### config.mk
export PLATFORM = sky130hd
export DESIGN_NAME = gnss_binary_ack_deframer
export DESIGN_NICKNAME = d
export VERILOG_FILES = /design/src/sv/gbad_pkg.sv /design/src/sv/gnss_binary_ack_deframer.sv
export VERILOG_INCLUDE_DIRS = /design/src /design/src/sv
export SDC_FILE = /design/constraint.sdc
export NUM_CORES = 1
export LEC_CHECK = 0
export BUFFER_PORTS_ARGS = -buffer_cell sky130_fd_sc_hd__buf_2
export CORE_AREA = 2 2 142 144
export DETAILED_ROUTE_END_ITERATION = 8
export DIE_AREA = 0 0 144 146
export GPL_TIMING_DRIVEN = 0
export PLACE_DENSITY = 0.62
export SYNTH_ARGS = -nofsm -noshare
export SYNTH_HDL_FRONTEND = slang
export SYNTH_SLANG_ARGS = --single-unit
export TNS_END_PERCENT = 30
### constraint.sdc
create_clock -name clk -period 17 [get_ports clk]
set_input_delay 1.7 -clock clk [delete_from_list [all_inputs] [get_ports clk]]
set_output_delay 1.7 -clock clk [all_outputs]
set_load 0.02 [all_outputs]
### src/sv/gnss_binary_ack_deframer_assert.svh
// ----------------------------------------------------------------------------
// gnss_binary_ack_deframer assertion macros
// Concurrent check wrappers, clocked on clk and disabled during rst.
// ----------------------------------------------------------------------------
`ifndef GNSS_BINARY_ACK_DEFRAMER_ASSERT_SVH
`define GNSS_BINARY_ACK_DEFRAMER_ASSERT_SVH

`ifndef SYNTHESIS

// same-cycle implication
`define GBAD_ASSERT_IMPL(lbl, ante, cons) \
  lbl: assert property (@(posedge clk) disable iff (rst) (ante) |-> (cons)) \
    else $error("gbad assertion failed");

// next-cycle implication
`define GBAD_ASSERT_NEXT(lbl, ante, cons) \
  lbl: assert property (@(posedge clk) disable iff (rst) (ante) |=> (cons)) \
    else $error("gbad assertion failed");

`else

`define GBAD_ASSERT_IMPL(lbl, ante, cons)
`define GBAD_ASSERT_NEXT(lbl, ante, cons)

`endif

`endif

### src/sv/gbad_pkg.sv
// ----------------------------------------------------------------------------
// gbad_pkg
// Constants for the binary acknowledgement deframer.
// ----------------------------------------------------------------------------
package gbad_pkg;

  localparam int MAX_FRAME_BYTES = 64;
  localparam int FC_W            = $clog2(MAX_FRAME_BYTES + 1);
  // 6 + 16-bit length + 2 still fits
  localparam int BODY_W          = 17;

  localparam logic [7:0] SYNC_FIRST  = 8'hB5;
  localparam logic [7:0] SYNC_SECOND = 8'h62;
  localparam logic [7:0] ACK_CLASS   = 8'h05;
  localparam logic [7:0] ACK_ID_ACK  = 8'h01;
  localparam logic [7:0] ACK_ID_NAK  = 8'h00;

  localparam int CFG_IDX_W = 1;
  localparam logic [CFG_IDX_W-1:0] REG_EXPECTED_CLASS = 1'b0;
  localparam logic [CFG_IDX_W-1:0] REG_EXPECTED_ID    = 1'b1;

  // byte positions within a frame
  localparam logic [FC_W-1:0] POS_HUNT    = FC_W'(0);
  localparam logic [FC_W-1:0] POS_SYNC1   = FC_W'(1);
  localparam logic [FC_W-1:0] POS_CLASS   = FC_W'(2);
  localparam logic [FC_W-1:0] POS_ID      = FC_W'(3);
  localparam logic [FC_W-1:0] POS_LEN_LO  = FC_W'(4);
  localparam logic [FC_W-1:0] POS_LEN_HI  = FC_W'(5);
  localparam logic [FC_W-1:0] POS_PAY0    = FC_W'(6);
  localparam logic [FC_W-1:0] POS_PAY1    = FC_W'(7);
  localparam logic [FC_W-1:0] POS_MAX     = FC_W'(MAX_FRAME_BYTES);

endpackage

### src/sv/gnss_binary_ack_deframer.sv
// ----------------------------------------------------------------------------
// gnss_binary_ack_deframer
// Hunts for B5 62 frames, runs a Fletcher-8 check and reports ACK/NAK
// frames that name the configured class and id.
//
//   channel  direction  signals                         payload
//   rx       in         rx_valid / rx_ready             rx_byte[7:0]
//   ack      out        ack_valid / ack_ready           acknowledged
//   cfg      in         cfg_valid / cfg_ready           cfg_index, cfg_data[7:0]
//
// One byte per cycle unless stalled. Parser state updates on the rx transfer;
// a result sits in a one-entry output register and shows up the cycle after
// its last byte. rx_ready only drops when the incoming byte would finish a
// matching frame while the output register is still held. Synchronous reset
// clears the parser to hunting, config registers to zero and output to empty.
// ----------------------------------------------------------------------------
`include "gnss_binary_ack_deframer_assert.svh"

module gnss_binary_ack_deframer (
  input  logic                          clk,
  input  logic                          rst,
  input  logic                          rx_valid,
  output logic                          rx_ready,
  input  logic [7:0]                    rx_byte,
  output logic                          ack_valid,
  input  logic                          ack_ready,
  output logic                          acknowledged,
  input  logic                          cfg_valid,
  output logic                          cfg_ready,
  input  logic [gbad_pkg::CFG_IDX_W-1:0] cfg_index,
  input  logic [7:0]                    cfg_data
);
  import gbad_pkg::*;

  logic [7:0]        expected_class;
  logic [7:0]        expected_id;

  logic [FC_W-1:0]   frame_count, frame_count_next;
  logic [7:0]        seen_class, seen_class_next;
  logic [7:0]        seen_id, seen_id_next;
  logic [15:0]       payload_length, payload_length_next;
  logic [7:0]        acked_class, acked_class_next;
  logic [7:0]        acked_id, acked_id_next;
  logic [7:0]        sum_a, sum_a_next;
  logic [7:0]        sum_b, sum_b_next;
  logic [7:0]        got_sum_a, got_sum_a_next;

  logic [BODY_W-1:0] body_end;
  logic [BODY_W-1:0] pos_w;
  logic              emit;
  logic              frame_ok;
  logic              rx_xfer;

  assign cfg_ready = 1'b1;
  assign rx_xfer   = rx_valid && rx_ready;
  assign rx_ready  = !ack_valid || ack_ready || !emit;

  always_ff @(posedge clk) begin
    if (rst) begin
      expected_class <= '0;
      expected_id    <= '0;
    end else if (cfg_valid && cfg_ready) begin
      unique case (cfg_index)
        REG_EXPECTED_CLASS: expected_class <= cfg_data;
        REG_EXPECTED_ID:    expected_id    <= cfg_data;
        default: ;
      endcase
    end
  end

  assign pos_w = BODY_W'(frame_count);

  always_comb begin
    frame_count_next    = frame_count;
    seen_class_next     = seen_class;
    seen_id_next        = seen_id;
    payload_length_next = payload_length;
    acked_class_next    = acked_class;
    acked_id_next       = acked_id;
    sum_a_next          = sum_a;
    sum_b_next          = sum_b;
    got_sum_a_next      = got_sum_a;
    body_end            = '0;
    frame_ok            = 1'b0;
    emit                = 1'b0;

    if (frame_count == POS_HUNT) begin
      if (rx_byte == SYNC_FIRST) frame_count_next = POS_SYNC1;
    end else if (frame_count == POS_SYNC1) begin
      if (rx_byte == SYNC_SECOND) begin
        frame_count_next = POS_CLASS;
        sum_a_next       = '0;
        sum_b_next       = '0;
      end else if (rx_byte != SYNC_FIRST) begin
        frame_count_next = POS_HUNT;  // broken sync
      end
    end else if (frame_count >= POS_MAX) begin
      frame_count_next = POS_HUNT;
    end else begin
      frame_count_next = frame_count + FC_W'(1);

      if (frame_count == POS_CLASS)  seen_class_next = rx_byte;
      if (frame_count == POS_ID)     seen_id_next = rx_byte;
      if (frame_count == POS_LEN_LO) payload_length_next[7:0] = rx_byte;
      if (frame_count == POS_LEN_HI) payload_length_next[15:8] = rx_byte;

      body_end = BODY_W'(6) + BODY_W'(payload_length_next);

      if (pos_w < body_end) begin
        if (frame_count == POS_PAY0) acked_class_next = rx_byte;
        if (frame_count == POS_PAY1) acked_id_next = rx_byte;
        sum_a_next = sum_a + rx_byte;
        sum_b_next = sum_b + sum_a_next;
      end else if (pos_w == body_end) begin
        got_sum_a_next = rx_byte;
      end

      if (frame_count_next >= POS_PAY0) begin
        if (body_end + BODY_W'(2) > BODY_W'(MAX_FRAME_BYTES)) begin
          frame_count_next = POS_HUNT;  // oversized frame
        end else if (pos_w == body_end + BODY_W'(1)) begin
          frame_count_next = POS_HUNT;
          frame_ok = (got_sum_a_next == sum_a_next) && (rx_byte == sum_b_next) &&
                     (payload_length_next == 16'd2) &&
                     (seen_class_next == ACK_CLASS) &&
                     (seen_id_next == ACK_ID_ACK || seen_id_next == ACK_ID_NAK) &&
                     (acked_class_next == expected_class) &&
                     (acked_id_next == expected_id);
          emit = frame_ok;
        end
      end
    end
  end

  always_ff @(posedge clk) begin
    if (rst) begin
      frame_count <= POS_HUNT;
    end else if (rx_xfer) begin
      frame_count <= frame_count_next;
    end
  end

  always_ff @(posedge clk) begin
    if (rst) begin
      seen_class     <= '0;
      seen_id        <= '0;
      payload_length <= '0;
      acked_class    <= '0;
      acked_id       <= '0;
      sum_a          <= '0;
      sum_b          <= '0;
      got_sum_a      <= '0;
    end else if (rx_xfer) begin
      seen_class     <= seen_class_next;
      seen_id        <= seen_id_next;
      payload_length <= payload_length_next;
      acked_class    <= acked_class_next;
      acked_id       <= acked_id_next;
      sum_a          <= sum_a_next;
      sum_b          <= sum_b_next;
      got_sum_a      <= got_sum_a_next;
    end
  end

  // output register; a new result may load in the cycle the old one transfers
  always_ff @(posedge clk) begin
    if (rst) begin
      ack_valid <= 1'b0;
    end else if (rx_xfer && emit) begin
      ack_valid <= 1'b1;
    end else if (ack_ready) begin
      ack_valid <= 1'b0;
    end
  end

  always_ff @(posedge clk) begin
    if (rx_xfer && emit) begin
      acknowledged <= (seen_id_next == ACK_ID_ACK);
    end
  end

  `GBAD_ASSERT_IMPL(a_fc_range, 1'b1, frame_count <= POS_MAX)
  `GBAD_ASSERT_IMPL(a_no_overwrite, ack_valid && !ack_ready, !(rx_xfer && emit))
  `GBAD_ASSERT_NEXT(a_result_hunts, rx_xfer && emit, frame_count == POS_HUNT && ack_valid)
  `GBAD_ASSERT_NEXT(a_no_spurious, (!ack_valid || ack_ready) && !(rx_xfer && emit), !ack_valid)

endmodule

Yosys cells after proc, flatten, opt, wreduce, memory -nomap -nowiden
Cells that the tools add are included.
Operators by class
  add/subtract/negate cells: 6
  order comparisons: 4
  eq/ne operators: 24
  muxes and demuxes: 64
  bitwise operators: 4
  reductions and logical operators: 21
Operators with widths (count)
  $mux 8: 47
  $mux 7: 9
  $eq 7x17->1: 2
  $eq 8x8->1: 4
  $eq 7x3->1 const B: 4
  $add 17x1->17 const B: 1
  $add 17x2->17 const B: 1
  $add 3x16->17 const A: 1
  $gt 17x7->1 const B: 1
  $lt 7x17->1: 1
  $add 8x8->8: 2
  $eq 16x2->1 const B: 1
  $eq 8x1->1 const B: 2
  $eq 7x2->1 const B: 2
  $eq 8x3->1 const B: 1
  $eq 8x7->1 const B: 1
  $eq 8x8->1 const B: 1
  $logic_and 1x1->1: 8
  $logic_not 8->1: 1
  $mux 1: 8
  $ne 8x8->1 const B: 1
  $reduce_and 4->1: 2
  $add 7x1->7 const B: 1
  $eq 7x1->1 const B: 1
  other kinds (12): 20
Word-level totals
  register bits: 97
  bits of input ports: 22
  output and inout bits: 4
  word-level logic and storage cells: 136

Longest topological paths before layout
  depth after elaboration: 30
  gate-level depth with buffers: 25
  gate-level depth less buffers: 22

Worst setup path before layout
Ideal clock, no wire load.
  path type: input port to output port
  start point: input rx_byte[2]
  end point: output rx_ready
  arrival: 5507 ps
  data required time: 15300 ps
  setup slack: 9793 ps
  stages on the path: 17
  path buffers: 3
  path through: buf_1 -> clkbuf_1 -> clkbuf_1 -> nor3_1 -> nor3_1 -> a21oi_1 -> ha_1 -> nand2_1 -> o221a_2 -> o31ai_1 -> nand2b_1 -> nor4_4 -> mux2i_1 -> nor4b_1 -> o2111ai_1 -> nor4_4 -> nand2_2
On the way
  word-level cells in the longest chain between the ends: 26
  elaborated cells on any way between the ends: 71
  those cells by class: add/sub: 5; order compare: 2; eq/ne: 9; mux: 45; reduce/logical: 10
Ends and longest elaborated chain
  from (decl): line gnss_binary_ack_deframer.sv:24  | input logic [7:0] rx_byte,
  parallel branches: the longest is 19 deep, another holds $add 3x16->17
  $mux 1 *: line gnss_binary_ack_deframer.sv:119  | if (body_end + BODY_W'(2) > BODY_W'(MAX_FRAME_BYTES)) begin
  $mux 1 *: line gnss_binary_ack_deframer.sv:118  | if (frame_count_next >= POS_PAY0) begin
  $mux 1 *: line gnss_binary_ack_deframer.sv:97  | end else if (frame_count >= POS_MAX) begin
  $mux 1 *: line gnss_binary_ack_deframer.sv:89  | end else if (frame_count == POS_SYNC1) begin
  $mux 1 *: line gnss_binary_ack_deframer.sv:87  | if (frame_count == POS_HUNT) begin
  $logic_not 1->1 *: line gnss_binary_ack_deframer.sv:56  | assign rx_ready = !ack_valid || ack_ready || !emit;
  $logic_or 1x1->1 *: line gnss_binary_ack_deframer.sv:56
  to (decl): line gnss_binary_ack_deframer.sv:23  | output logic rx_ready,
Mark *: on every way between the ends. The select of a mux whose other input is x is not followed.

Worst setup path after layout
Same ends and word-level chain as after synthesis.

==> flow_summary.rst <==
.. list-table::
   :header-rows: 1

   * - Metric
     - Value
   * - Status
     - complete, no violations
   * - Cell type contributing the most total cell area after synthesis
     - sky130_fd_sc_hd__dfxtp_1
   * - Placed standard-cell area
     - approximately 8400 sq um
   * - Initial DRC Count
     - 836
   * - Core region area
     - 19300 sq um
   * - Number of standard cells after synthesis
     - 1011
   * - Part of the cycle the worst path needs
     - 0.567
   * - Predominant post-synthesis flop cell
     - sky130_fd_sc_hd__dfxtp_1
   * - Sequential cell area
     - between 1500 and 2000 sq um
   * - Pre-antenna DRT Iters
     - 7
   * - Critical path, cell by cell
     - buf_2 -> buf_1 -> clkbuf_1 -> clkbuf_1 -> nor3_1 -> nor3_1 -> a21oi_1 -> ha_1 -> nand2_1 -> o221a_2 -> o31ai_1 -> nand2b_1 -> nor4_4 -> mux2i_1 -> nor4b_1 -> o2111ai_1 -> nor4_4 -> nand2_2 -> buf_2
   * - Total DRC errors in the routed layout
     - 0
   * - Post-synthesis cell area
     - 7910 sq um
   * - Final Power
     - 0.500 mW
   * - Total track usage
     - 0.264
   * - Sort of element at the end of the critical path
     - output pin
   * - Number of ports placed on the die boundary
     - 26
   * - CTS root buffer
     - sky130_fd_sc_hd__clkbuf_16
   * - WL per Instance
     - 20.9 microns
   * - Total of buffers placed on input and output ports
     - 24
   * - Ant. Diodes
     - 0
   * - Final-report setup violation count
     - 0
   * - TritonCTS clock tree
     - done
   * - Vias in the first global route
     - about 7300
   * - Final worst setup slack
     - 7.36 ns
   * - Number of enable flip-flop cells after synthesis
     - 1
   * - Nets
     - 1098
   * - Worst endpoint required time
     - 15.30 ns
   * - Worst-path cell with the longest stage delay
     - sky130_fd_sc_hd__nor4_4
   * - Total instance count after detailed placement
     - 1300
   * - Met2 Track Usage GR
     - 0.384
   * - Min Hold Slack
     - 0.456 ns
   * - Syn. warnings
     - 0
   * - Critical-path maximum fanout
     - 10
   * - CP Data Arrival Time
     - 7.94 ns
   * - Sequential share of the synthesized area
     - 0.247
   * - Async SR Flop Fraction
     - 0
   * - Clock insertion delay at the later pin of the skew report
     - 0.37 ns
   * - Vias per cell
     - slightly above 6
   * - Seq cells post-synth
     - 97
   * - Total congestion overflow after global routing
     - 0
   * - Yosys cell types
     - 91
   * - Number of non-filler instances in the completed layout
     - roughly 1300
   * - Routability Congestion
     - roughly 0.94
   * - Clk sink count
     - 97
   * - Setup repair after global routing missed its margin
     - no
   * - Number of max-cap violations
     - 0
   * - Worst-Margin Slew
     - about 1.2 ns
   * - Largest net degree at the start of global routing
     - 20
   * - Type of origin of the critical path
     - input pin
   * - Time the worst path needs with I/O delays and setup
     - 9.64 ns
   * - Core occupancy in the finished layout
     - 0.448
   * - Timing-limited maximum frequency
     - approximately 100 MHz
   * - Total of hold buffers inserted after clock tree synthesis
     - 0
   * - Starting density of the core
     - 0.409
   * - Cell area power density
     - approximately 58 nW/um^2
   * - Most frequently used cell type in the post-synthesis netlist
     - sky130_fd_sc_hd__dfxtp_1
   * - Endpoints failing hold
     - 0
   * - Most frequent cells after synthesis
     - sky130_fd_sc_hd__dfxtp_1 (96), sky130_fd_sc_hd__a21oi_1 (85), sky130_fd_sc_hd__nor2_1 (71)
   * - Place WS
     - 7.52 ns
   * - Layout Area Growth over Synthesis
     - 9.39%
   * - TritonCTS buffer count
     - 9
   * - Average cell area after synthesis
     - 7.83 sq um
   * - H-tree lvl count
     - 3
   * - Fraction of post-synthesis cell area in the top cell type by area
     - 0.243
   * - Worst IR drop on VDD
     - 47.4 uV
   * - Final design instance area without fill
     - 8660 sq um
   * - Routed WL
     - 27.5 mm
   * - Number of nets produced by synthesis
     - 1063
   * - Worst min path class
     - register to register
   * - Via count
     - 8003
   * - Final sum of negative setup slack
     - 0 ns
   * - Die extent in x
     - 144 microns
   * - Die footprint
     - 21000 sq um
   * - DPL Wire Length
     - 20.6 mm
   * - Area taken by multi-input logic gates
     - 5450 sq um
   * - Share of final-layout standard cells stronger than drive strength 1
     - 0.0961
   * - Clock transition at the registers of the reported paths
     - around 0.07 ns
   * - Final-report max-slew violation count
     - 0
   * - GR Layer Usage met1
     - 0.383
   * - Fill cell count
     - 1978
   * - Die extent in y
     - 146 microns
   * - GRT met3 Usage
     - 0.0421
   * - Post-cts sizing count
     - 0
   * - Largest stage delay, worst path
     - 0.75 ns
   * - Most crowded layer after global routing
     - met2
   * - Global-route wire length before repair
     - 42.3 mm
   * - Worst clock skew
     - 0.0173 ns
   * - Worst setup path category
     - input pin to output pin
   * - Antenna violations before repair
     - 0
   * - Worst-case clock buffer depth
     - 2
   * - Static leakage
     - 3.05 nW
   * - Number of post-CTS setup repair buffers
     - 0
   * - Cell row count
     - 51
   * - Number of nets with antenna violations after detailed routing
     - 0
   * - Tightest slew margin relative to the limit
     - 0.206
   * - Top cells by area in the synthesized netlist
     - sky130_fd_sc_hd__dfxtp_1 (24%), sky130_fd_sc_hd__a21oi_1 (5.4%), sky130_fd_sc_hd__xnor2_1 (5.3%)
## cell families after synthesis
kind of cell | share of synthesized area
AO/OA/AOI/OAI | 0.236
XOR/XNOR | 0.0903
adder cells (fa/ha/maj) | 0.0493
buffers and inverters | 0.0642
flip-flops | 0.247
multiplexers | 0.0643
other | 0.000474
AND/OR/NAND/NOR | 0.249
## where the power goes
group          switching [mW]  internal, mW
Sequential            0.00215         0.229
Clock                   0.106         0.104
Combinational          0.0399        0.0186
## state kept, by name (all words and copies together) (netlist names)
name and flops:
acknowledged 1, sum_b 8, payload_length 16, frame_count 7
seen_id 8, expected_class 8, got_sum_a 8, ack_valid 1
seen_class 8, sum_a 8, acked_id 8, acked_class 8
expected_id 8
## layer usage
layer / vias up / wire (microns)
li1: 3774 / -
met3: 77 / 2210
met2: 357 / 11600
met5: - / 0
met4: 0 / 1130
met1: 3795 / 12500
## critical path: cells and delay by family
family          cells  cell delay [ns]
compound gates      4             1.17
buf+inv             5             2.08
fa+ha+maj           1             0.32
simple gates        8             2.33
mux                 1             0.30
## cells in the final DEF, fill, tap and decap left out, types with 6 or more instances in the layout
cell,instances
sky130_fd_sc_hd__o2111ai_1,7
sky130_fd_sc_hd__mux2_2,6
sky130_fd_sc_hd__inv_1,46
sky130_fd_sc_hd__or4_1,7
sky130_fd_sc_hd__buf_2,37
sky130_fd_sc_hd__clkbuf_16,9
sky130_fd_sc_hd__o21ai_0,51
sky130_fd_sc_hd__mux2i_1,39
sky130_fd_sc_hd__a31oi_1,6
sky130_fd_sc_hd__nor4_1,17
sky130_fd_sc_hd__o211ai_1,13
sky130_fd_sc_hd__ha_1,28
sky130_fd_sc_hd__nor2b_1,20
sky130_fd_sc_hd__xnor2_1,48
sky130_fd_sc_hd__o31ai_1,12
sky130_fd_sc_hd__a211o_1,6
sky130_fd_sc_hd__a211oi_1,14
sky130_fd_sc_hd__nand4_1,7
sky130_fd_sc_hd__nand2b_1,14
sky130_fd_sc_hd__buf_1,12
sky130_fd_sc_hd__nand2_1,69
sky130_fd_sc_hd__dfxtp_1,96
sky130_fd_sc_hd__a21oi_1,85
sky130_fd_sc_hd__nand3_1,51
sky130_fd_sc_hd__or3_1,10
sky130_fd_sc_hd__clkbuf_1,37
sky130_fd_sc_hd__nand3b_1,7
sky130_fd_sc_hd__xor2_1,31
sky130_fd_sc_hd__a21o_1,6
sky130_fd_sc_hd__buf_6,6
sky130_fd_sc_hd__a22o_1,16
sky130_fd_sc_hd__nor3_1,31
sky130_fd_sc_hd__nor2_1,71
## worst paths after layout
kind	slack (ns)	to	cells after the start	start
max	7.36	rx_ready	19	rx_byte[2]
min	0.46	expected_id[6]	2	expected_id[6]
min reg2reg	0.46	expected_id[6]	2	expected_id[6]
max reg2reg	9.70	sum_b[3]	21	frame_count[1]
## layout make-up
type	instances	area share
Buffer	70	0.0383
Clock buffer	9	0.0260
Clock inverter	7	0.00766
Inverter	47	0.0204
Multi-Input combinational cell	797	0.630
Sequential cell	97	0.225
Tap cell	265	0.0383
Timing Repair Buffer	24	0.0139
Note: power is estimated with default switching activity, not from simulation.
